$ cat src/rtl/pdf_pkg.sv
// Shared types, constants and helpers for the palette DAC with fade.
`default_nettype none
package pdf_pkg;

   localparam int DEFAULT_ENTRIES = 256;

   localparam logic [6:0] DARK_FULL  = 7'd64;
   localparam logic [6:0] FADE_TOTAL = 7'd40;
   localparam logic [7:0] DIV5_MUL   = 8'd205;

   typedef enum logic [1:0] {
      FUNC_WRITE  = 2'd0,
      FUNC_BRIGHT = 2'd1,
      FUNC_FADE   = 2'd2,
      FUNC_LOOKUP = 2'd3
   } func_type;

   typedef enum logic [1:0] {
      ST_CLEAR,
      ST_IDLE,
      ST_SWEEP,
      ST_DRAIN
   } state_type;

   typedef struct packed {
      logic       fade;
      logic [6:0] factor;
      logic [5:0] base_r;
      logic [5:0] base_g;
      logic [5:0] base_b;
   } recalc_cfg_type;

   function automatic logic [7:0] expand6(input logic [5:0] v);
      expand6 = {v, v[5:4]};
   endfunction

endpackage
`default_nettype wire

$ cat src/rtl/pdf_recalc.sv
// Pipelined brightness and fade recompute from palette words to DAC words.
`default_nettype none
module pdf_recalc
   import pdf_pkg::*;
#(
   parameter int ADDR_W = 8
) (
   input  wire logic              clock,
   input  wire logic              reset,
   input  wire recalc_cfg_type    cfg,
   input  wire logic              rd_en,
   input  wire logic [ADDR_W-1:0] rd_addr,
   input  wire logic [17:0]       pal_data,
   output logic                   wr_en,
   output logic      [ADDR_W-1:0] wr_addr,
   output logic      [23:0]       wr_data,
   output logic                   pipe_busy
);

   logic              v1_ff, v2_ff, v3_ff;
   logic [ADDR_W-1:0] a1_ff, a2_ff, a3_ff;
   logic [11:0]       prod_ff [3];
   logic [11:0]       prod_in [3];
   logic [2:0]        neg2_ff, neg3_ff, neg_in;
   logic [5:0]        q_ff [3];
   logic [5:0]        q_in [3];
   logic [5:0]        base [3];
   logic [5:0]        chan [3];
   logic [5:0]        res  [3];

   always_comb begin
      logic [6:0]  diff;
      logic [5:0]  mag;
      logic [15:0] scaled;
      base[2] = cfg.base_r;
      base[1] = cfg.base_g;
      base[0] = cfg.base_b;
      chan[2] = pal_data[17:12];
      chan[1] = pal_data[11:6];
      chan[0] = pal_data[5:0];
      for (int c = 0; c < 3; c++) begin
         diff = {1'b0, chan[c]} - {1'b0, base[c]};
         neg_in[c] = diff[6];
         mag = diff[6] ? 6'(-diff) : diff[5:0];
         prod_in[c] = cfg.fade ? 12'(mag * cfg.factor) : 12'(chan[c] * cfg.factor);
         scaled = 16'(prod_ff[c][11:3] * DIV5_MUL);
         q_in[c] = cfg.fade ? scaled[15:10] : prod_ff[c][11:6];
         if (!cfg.fade) begin
            res[c] = q_ff[c];
         end else if (neg3_ff[c]) begin
            res[c] = base[c] - q_ff[c];
         end else begin
            res[c] = base[c] + q_ff[c];
         end
      end
   end

   always_ff @(posedge clock) begin
      if (reset) begin
         v1_ff <= 1'b0;
         v2_ff <= 1'b0;
         v3_ff <= 1'b0;
      end else begin
         v1_ff <= rd_en;
         v2_ff <= v1_ff;
         v3_ff <= v2_ff;
      end
   end

   always_ff @(posedge clock) begin
      a1_ff   <= rd_addr;
      a2_ff   <= a1_ff;
      a3_ff   <= a2_ff;
      neg2_ff <= neg_in;
      neg3_ff <= neg2_ff;
      for (int c = 0; c < 3; c++) begin
         prod_ff[c] <= prod_in[c];
         q_ff[c]    <= q_in[c];
      end
   end

   assign wr_en     = v3_ff;
   assign wr_addr   = a3_ff;
   assign wr_data   = {expand6(res[2]), expand6(res[1]), expand6(res[0])};
   assign pipe_busy = v1_ff | v2_ff | v3_ff;

endmodule
`default_nettype wire

$ cat config.mk
export PLATFORM = sky130hd
export DESIGN_NAME = pdf_recalc
export DESIGN_NICKNAME = d
export VERILOG_FILES = /design/src/rtl/pdf_pkg.sv /design/src/rtl/pdf_recalc.sv
export SDC_FILE = /design/constraint.sdc
export NUM_CORES = 1
export LEC_CHECK = 0
export BUFFER_PORTS_ARGS = -buffer_cell sky130_fd_sc_hd__clkbuf_2
export CAP_MARGIN = 20
export CORE_MARGIN = 2
export CORE_UTILIZATION = 58
export DETAILED_ROUTE_END_ITERATION = 10
export PLACE_DENSITY = 0.8
export SETUP_SLACK_MARGIN = 0.4
export SLEW_MARGIN = 20
export SYNTH_ARGS = -nofsm -noshare
export SYNTH_HDL_FRONTEND = slang
export SYNTH_SLANG_ARGS = --single-unit
$ cat constraint.sdc
create_clock -name clock -period 7.1 [get_ports clock]
set_input_delay 2.13 -clock clock [delete_from_list [all_inputs] [get_ports clock]]
set_output_delay 2.13 -clock clock [all_outputs]
set_load 0.01 [all_outputs]
==> run_results.csv, run 1 <==
group,metric,value,unit
logic_synthesis,yosys_warnings,0,
logic_synthesis,synth_ff_type,"dfxtp_1",
place,placed_cell_area,16200,µm²
worst_hold_path,hold_path_class,"register to register",
floorplan,coreArea,24400,µm²
clock_network,clockRootBuffer,"clkbuf_16",
global_route,grt_max_degree,52,
clock_network,clk-insertion-delay-late,0.35,ns
worst_setup_path,critPathMaxStageDelay,0.52,ns
cells_and_area,multi_input_area,12200,µm²
cells_and_area,fin_area,17000,µm²
worst_setup_path,required,7.37,ns
detailed_routing,vias,11800,
worst_setup_path,critPathLaunchType,"primary input",
detailed_routing,drcViolationCount,0,
logic_synthesis,syn-mean-instance-area,8.77,µm²
sta,finalClockSkew,0.0147,ns
logic_synthesis,synth.largest_area_cell,"ha_1",
logic_synthesis,synth_edf_count,0,
worst_setup_path,regToRegSetupSlack,2.86,ns
floorplan,rows,57,
job,max_cap_viol_count,0,
logic_synthesis,synth_nets,2148,
sta,setup_tns,0,ns
logic_synthesis,synth-seq-cells,78,
clock_network,ctsHoldBuffers,0,
sta,slew_headroom,52.2,%
floorplan,die_width,162,µm
sta,setup_violations,0,
cells_and_area,mostFrequentLayoutCells,"inv_1, ha_1, fa_1",
clock_network,clk_pin_slew,0.06,ns
cells_and_area,syn_to_final_growth,17.7,%
clock_network,h-tree-depth,3,
logic_synthesis,netlist_area,14500,µm²
floorplan,num_io_pins,89,
sta,maxSlewViolCount,0,
place,gp_congestion,0.881,
cells_and_area,antenna_cells,0,
clock_network,cts_buffer_depth,2,
logic_synthesis,synth_area_leaders,"ha_1, fa_1, dfxtp_1",
sta,rsz0062_at_grt,"true",
floorplan,die_h,162,µm
worst_setup_path,crit_type,"primary input to register",
worst_setup_path,cp_top_family,"adder cells",
global_route,antenna_found_initial,0,
place,place_inst,2126,
logic_synthesis,netlist_instances,1652,
logic_synthesis,yosysSeqAreaShare,10.8,%
sta,worst_slew_pin_slew,0.699,ns
clock_network,cts_sinks,78,
sta,min_period_over_period,95.5,%
worst_setup_path,cp_cell_sequence,"clkbuf_2 -> inv_1 -> ha_1 -> a21oi_2 -> nand2_2 -> and4_1 -> nor4b_2 -> xor2_2 -> buf_4 -> and2_4 -> fa_1 -> inv_1 -> fa_1 -> fa_1 -> inv_1 -> ha_4 -> nand3_2 -> o211ai_1 -> or3_1 -> a21oi_2 -> xnor2_1 -> or3_1 -> a31oi_1",
clock_network,cts_buffers,9,
logic_synthesis,ys_async_sr_fraction,0,%
detailed_routing,vias_per_cell,5.45,
detailed_routing,first_pass_iters,5,
cells_and_area,ff_latch_area,1560,µm²
cells_and_area,final_common_cell,"inv_1",
detailed_routing,ant_nets,0,
clock_network,cts_tree,"done",
floorplan,dieArea,26300,µm²
sta,hold_violations,0,
global_route,grt_pass1_wl,56600,µm
worst_setup_path,crit_slowest_cell,"nor4b_2",
global_route,grt_remaining_overflow,0,
detailed_routing,wl_per_cell,15.8,µm
cells_and_area,fillers,1761,
run_status,outcome,"complete, no violations",
logic_synthesis,ys_types,54,
sta,max_freq,147,MHz
global_route,grt_usage,26.5,%
cells_and_area,layoutNonFillerInstCount,2157,
logic_synthesis,synth_top_area_share,23.6,%
worst_setup_path,critical_path.max_fanout,4,
detailed_routing,drt_iter0_markers,513,
sta,fin_ws,0.319,ns
worst_setup_path,crit_buf_inv,5,
cells_and_area,fin_nets,2324,
place,port_buffers,88,
worst_setup_path,critPathArrivalTime,7.05,ns
worst_setup_path,end_kind,"register",
place,post-dp-hpwl,27300,µm
detailed_routing,wirelength,34100,µm
cells_and_area,drive_above_1_share,19.0,%
global_route,grt_pass1_vias,12100,
floorplan,initial_utilization,59.4,%
sta,min_period,6.78,ns
place,dp_slack,-0.181,ns
==> state kept, by name, summed over array words and instances (netlist names) <==
name / flops
v1_ff: 1
wr_en: 1
neg2_ff: 3
a1_ff: 8
neg3_ff: 3
wr_addr: 8
a2_ff: 8
v2_ff: 1
prod_ff: 27
q_ff: 18
==> cell usage after synthesis (all sizes together) (7+ instances only) <==
| cell | number |
|---|---|
| o21bai | 11 |
| inv | 309 |
| and2 | 77 |
| nand3 | 13 |
| buf | 11 |
| mux2i | 7 |
| or3 | 10 |
| nor2 | 83 |
| xnor2 | 83 |
| nor2b | 44 |
| o21a | 10 |
| dfxtp | 78 |
| o21ai | 36 |
| a31oi | 12 |
| ha | 273 |
| fa | 168 |
| nand2 | 151 |
| clkbuf | 30 |
| a2111oi | 8 |
| nand4 | 8 |
| xor2 | 39 |
| nand2b | 26 |
| mux2 | 18 |
| a21oi | 66 |
| o31ai | 8 |
| nor3 | 25 |
| a21o | 13 |
==> through the flow <==
| stage | utilization, % | hold WS, ns |
|---|---|---|
| final | 69.9 | 0.326 |
| after global routing | 69.9 | 0.330 |
| after CTS | 68.4 | 0.328 |
| after detailed placement | 66.5 | 0.313 |
| after global placement | 66.5 | 0.310 |
| after floorplan | - | 0.310 |
==> cells by family (layout without fill, tap and decap cells) <==
logic type	after synthesis	count (layout)	share of synthesized area, %
simple gates	458	458	15.9
flops	78	78	10.8
xor+xnor	122	122	7.48
mux	25	25	1.88
buf+inv	350	531	9.38
fa+ha+maj	441	441	46.8
compound gates	178	178	7.77
==> per-layer routing <==
layer	routed length, µm	up-vias	track usage (%)
met3	1810	68	3.12
met2	17300	330	46.9
met4	759	0	7.84
met5	0	-	0
met1	14200	5731	34.0
li1	-	5625	-
==> repair_timing <==
item | CTS | global route
hold endpoints to repair | 0 | 0
resized for setup | 16 | 69
pin swaps | 22 | 39
setup buffers | 6 | 9
setup endpoints to repair | 6 | 11
==> final timing paths <==
kind / from / end / cells after the start
worst max register to register: prod_ff[0][6] / q_ff[0][5] / 12
worst max-delay path: cfg[8] / prod_ff[0][23] / 23
worst min-delay path: a2_ff[3] / wr_addr[3] / 0
worst min register to register: a2_ff[3] / wr_addr[3] / 0
==> final cells by class <==
class                      instances  area share (%)
clock buffer                      11            1.48
inverter                         309            6.85
multi-input combinational       1224            71.5
timing repair buffer             206            8.13
clock inverter                     5           0.477
tap                              324            2.38
sequential                        78            9.16
Power of run 1 is not shown: default switching activity piles up to over one toggle a cycle in this logic, so the estimate is an artifact.
==> run 2, diff against run 1 <==
- CELL_PAD_IN_SITES_DETAIL_PLACEMENT: default -> 0
- CELL_PAD_IN_SITES_GLOBAL_PLACEMENT: default -> 2
- CORE_UTILIZATION: 58 -> 36
- PLACE_DENSITY: 0.8 -> 0.79
==> run_results.csv, run 2 (synthesis gave the netlist of run 1 again) <==
group,metric,value,unit
run_status,outcome,"complete, no violations",
cells_and_area,antenna_cells,0,
floorplan,die_h,205,µm
clock_network,clockRootBuffer,"clkbuf_16",
sta,slew_headroom,58.2,%
floorplan,num_io_pins,89,
cells_and_area,fin_nets,2313,
floorplan,coreArea,39700,µm²
detailed_routing,first_pass_iters,4,
global_route,grt_max_degree,58,
worst_setup_path,end_kind,"register",
clock_network,ctsHoldBuffers,0,
cells_and_area,top_register,"prod_ff",
worst_setup_path,critPathMaxStageDelay,0.57,ns
place,place_inst,2326,
worst_setup_path,critical_path.max_fanout,4,
worst_setup_path,cp_cell_sequence,"buf_8 -> ha_4 -> fa_2 -> nand2b_4 -> a21oi_4 -> nand2_2 -> nand2_4 -> nor2_1 -> xnor2_2 -> buf_4 -> nand2_1 -> fa_1 -> fa_1 -> fa_1 -> inv_1 -> ha_4 -> nand3_2 -> o211ai_1 -> or3_1 -> a21oi_2 -> xnor2_1 -> or3_1 -> a31oi_1",
global_route,grt_pass1_vias,11600,
clock_network,cts_buffers,9,
cells_and_area,largest_reg_flops,27,
floorplan,rows,73,
floorplan,initial_utilization,36.5,%
global_route,antenna_found_initial,0,
place,port_buffers,88,
worst_setup_path,crit_type,"primary input to register",
place,post-dp-hpwl,30000,µm
sta,setup_violations,0,
clock_network,clk-insertion-delay-late,0.36,ns
job,max_cap_viol_count,0,
detailed_routing,drt_iter0_markers,413,
cells_and_area,largestRegisters,"prod_ff x27, q_ff x18",
place,gp_congestion,0.857,
global_route,grt_usage,17.7,%
sta,finalClockSkew,0.00860,ns
sta,min_period_over_period,95.1,%
clock_network,clk_pin_slew,0.07,ns
worst_setup_path,crit_top_cell,"fa_1",
clock_network,h-tree-depth,3,
global_route,grt_use_met2,29.8,%
sta,min_period,6.75,ns
sta,rsz0062_at_grt,"true",
floorplan,dieArea,41900,µm²
worst_setup_path,critPathArrivalTime,7.03,ns
clock_network,cts_sinks,78,
worst_setup_path,crit_slowest_cell,"fa_1",
detailed_routing,wl_per_cell,14.9,µm
global_route,grt_util_met3,2.48,%
sta,worst_slew_pin_slew,0.611,ns
sta,hold_violations,0,
detailed_routing,drcViolationCount,0,
sta,max_freq,148,MHz
detailed_routing,ant_nets,0,
worst_setup_path,cp_top_family,"adder cells",
floorplan,die_width,205,µm
cells_and_area,syn_to_final_growth,18.3,%
cells_and_area,final_common_cell,"inv_1",
global_route,grtUsageMet1,24.0,%
global_route,grt_remaining_overflow,0,
cells_and_area,layoutNonFillerInstCount,2347,
worst_hold_path,hold_path_class,"register to register",
cells_and_area,mostFrequentLayoutCells,"inv_1, ha_1, fa_1",
global_route,grt_pass1_wl,58600,µm
global_route,grt.busiest_layer,"met2",
detailed_routing,wirelength,35000,µm
clock_network,cts_buffer_depth,2,
cells_and_area,drive_above_1_share,18.3,%
sta,maxSlewViolCount,0,
worst_setup_path,critPathLaunchType,"primary input",
detailed_routing,vias,11100,
detailed_routing,vias_per_cell,4.74,
clock_network,cts_tree,"done",
worst_setup_path,crit_buf_inv,3,
worst_setup_path,required,7.38,ns
## run 2: cell types whose count changed in the layout (fill, tap and decap cells not counted), moves of 3 or more
cell	before	now
buf_4	116	101
clkbuf_2	81	85
ha_4	17	14
inv_1	297	300
inv_6	0	3
nor2_1	79	83
nor2_2	4	0
xor2_4	3	0
## run 2: per-layer routing
metal / vias to the layer above / wire (µm) / part of all wire, %
li1: 5598 / - / -
met1: 5392 / 17000 / 49
met2: 123 / 16200 / 46
met3: 23 / 1200 / 3.4
met4: 0 / 488 / 1.4
met5: - / 0 / 0
## run 2: layout make-up
cell class                 count  area, µm²
sequential                    78       1560
clock buffer                   9        225
multi-input combinational   1224      12100
timing repair buffer         195       1310
tap                          525        657
fill                        3918      22600
inverter                     309       1160
clock inverter                 7       80.1
## run 2: per-stage QoR
stage	util [%]	worst slack, ns	hold WS [ns]	cell area, µm²	TNS (ns)
6_report	43.1	0.347	0.323	17100	0
3_3_place_gp	41.5	-0.136	0.310	16500	-0.207
5_1_grt	43.1	0.155	0.338	17100	0
4_1_cts	42.4	0.348	0.330	16900	0
3_5_place_dp	41.5	-0.207	0.312	16500	-0.492
2_1_floorplan	-	0.183	0.310	14800	0
## run 2: what timing repair did
item / in CTS / in global routing
resized for setup: 12 / 55
buffers inserted: 2 / 3
setup endpoints to repair: 6 / 8
pin swaps: 17 / 47
## run 2: worst paths after layout
kind	slack, ns	start	cells past startpoint	to
worst min-delay path	0.32	a1_ff[5]	0	a2_ff[5]
worst max-delay path	0.35	cfg[0]	23	prod_ff[0][11]
worst max register to register	2.95	prod_ff[0][6]	12	q_ff[0][5]
worst min register to register	0.32	a1_ff[5]	0	a2_ff[5]
Power of run 2 is left out for the same reason.
==> run 3, diff against run 2 <==
- RECOVER_POWER: default -> 25
==> run_results.csv, run 3 (synthesis gave the netlist of run 1 again) <==
group,metric,value,unit
floorplan,initial_utilization,36.5,%
cells_and_area,syn_to_final_growth,18.3,%
place,port_buffers,88,
worst_setup_path,critical_path.max_fanout,4,
worst_hold_path,hold_path_class,"register to register",
detailed_routing,first_pass_iters,4,
cells_and_area,largest_reg_flops,27,
sta,maxSlewViolCount,0,
sta,rsz0062_at_grt,"true",
cells_and_area,drive_above_1_share,18.2,%
sta,max_freq,148,MHz
detailed_routing,wirelength,35000,µm
floorplan,rows,73,
place,post-dp-hpwl,30000,µm
clock_network,cts_buffers,9,
place,gp_congestion,0.857,
cells_and_area,antenna_cells,0,
clock_network,cts_tree,"done",
place,dp_slack,-0.207,ns
clock_network,clk_pin_slew,0.07,ns
sta,worst_slew_pin_slew,0.611,ns
global_route,grt_usage,17.7,%
worst_setup_path,critPathArrivalTime,7.03,ns
detailed_routing,vias,11100,
worst_setup_path,crit_type,"primary input to register",
sta,fin_ws,0.347,ns
clock_network,cts_sinks,78,
cells_and_area,mostFrequentLayoutCells,"inv_1, ha_1, fa_1",
floorplan,die_h,205,µm
worst_setup_path,required,7.38,ns
sta,slew_headroom,58.2,%
floorplan,num_io_pins,89,
sta,min_period_over_period,95.1,%
global_route,grt_pass1_vias,11600,
sta,finalClockSkew,0.00860,ns
worst_setup_path,end_kind,"register",
run_status,outcome,"complete, no violations",
clock_network,clockRootBuffer,"clkbuf_16",
detailed_routing,drcViolationCount,0,
sta,hold_violations,0,
cells_and_area,largestRegisters,"prod_ff x27, q_ff x18",
cells_and_area,fin_nets,2313,
global_route,grt_remaining_overflow,0,
detailed_routing,drt_iter0_markers,413,
global_route,grt_pass1_wl,58600,µm
clock_network,clk-insertion-delay-late,0.36,ns
detailed_routing,vias_per_cell,4.74,
cells_and_area,top_register,"prod_ff",
sta,min_period,6.75,ns
sta,setup_violations,0,
clock_network,h-tree-depth,3,
floorplan,die_width,205,µm
cells_and_area,final_common_cell,"inv_1",
global_route,grt_max_degree,58,
clock_network,cts_buffer_depth,2,
global_route,antenna_found_initial,0,
detailed_routing,ant_nets,0,
detailed_routing,wl_per_cell,14.9,µm
floorplan,coreArea,39700,µm²
job,max_cap_viol_count,0,
floorplan,dieArea,41900,µm²
worst_setup_path,critPathLaunchType,"primary input",
## run 3: cell counts in the layout (fill, tap and decap cells not counted)
No cell type changed its count.
## run 3: layout make-up
| cell class | instances | area (µm²) |
|---|---|---|
| flip-flops and latches | 78 | 1560 |
| clock buffers | 9 | 225 |
| multi-input cells | 1224 | 12100 |
| inverters | 309 | 1160 |
| clock inverters | 7 | 80.1 |
| well taps | 525 | 657 |
| fillers | 3919 | 22600 |
| repair buffers | 195 | 1310 |
## run 3: worst paths after layout
path                      start              to  slack [ns]  cells after the start
setup / recovery         cfg[0]  prod_ff[0][11]        0.35                     23
hold / removal         a1_ff[5]        a2_ff[5]        0.32                      0
setup reg to reg  prod_ff[0][6]      q_ff[0][5]        2.95                     12
hold reg to reg        a1_ff[5]        a2_ff[5]        0.32                      0
## run 3: metrics by stage
| stage | area (µm²) | cells | hold WS, ns | setup TNS (ns) | utilization (%) |
|---|---|---|---|---|---|
| after floorplan | 14800 | 1652 | 0.310 | 0 | - |
| final | 17100 | 2347 | 0.323 | 0 | 43.1 |
| after global placement | 16500 | 2326 | 0.310 | -0.207 | 41.5 |
| after CTS | 16900 | 2344 | 0.330 | 0 | 42.4 |
| after detailed placement | 16500 | 2326 | 0.312 | -0.492 | 41.5 |
| after global routing | 17100 | 2347 | 0.338 | 0 | 43.1 |
## run 3: worst max-delay path, cell delays in order
cell	delay, ns
buf_8	0.11
ha_4	0.16
fa_2	0.35
nand2b_4	0.16
a21oi_4	0.19
nand2_2	0.08
nand2_4	0.09
nor2_1	0.07
xnor2_2	0.27
buf_4	0.18
nand2_1	0.08
fa_1	0.54
fa_1	0.57
fa_1	0.41
inv_1	0.11
ha_4	0.21
nand3_2	0.06
o211ai_1	0.11
or3_1	0.41
a21oi_2	0.15
xnor2_1	0.08
or3_1	0.36
a31oi_1	0.15
## run 3: per-layer routing
metal | share of wire (%) | vias up | GRT usage (%)
met5 | 0 | - | 0
met4 | 1.4 | 0 | 3.80
met2 | 46 | 123 | 29.8
met3 | 3.4 | 23 | 2.48
li1 | - | 5598 | -
met1 | 49 | 5392 | 24.0
## run 3: what timing repair did
action	4_1_cts	5_1_grt
setup endpoints to repair	6	8
pin swaps	17	47
resized for setup	12	55
buffers inserted	2	3
hold buffers	0	0
Power of run 3 is left out for the same reason.
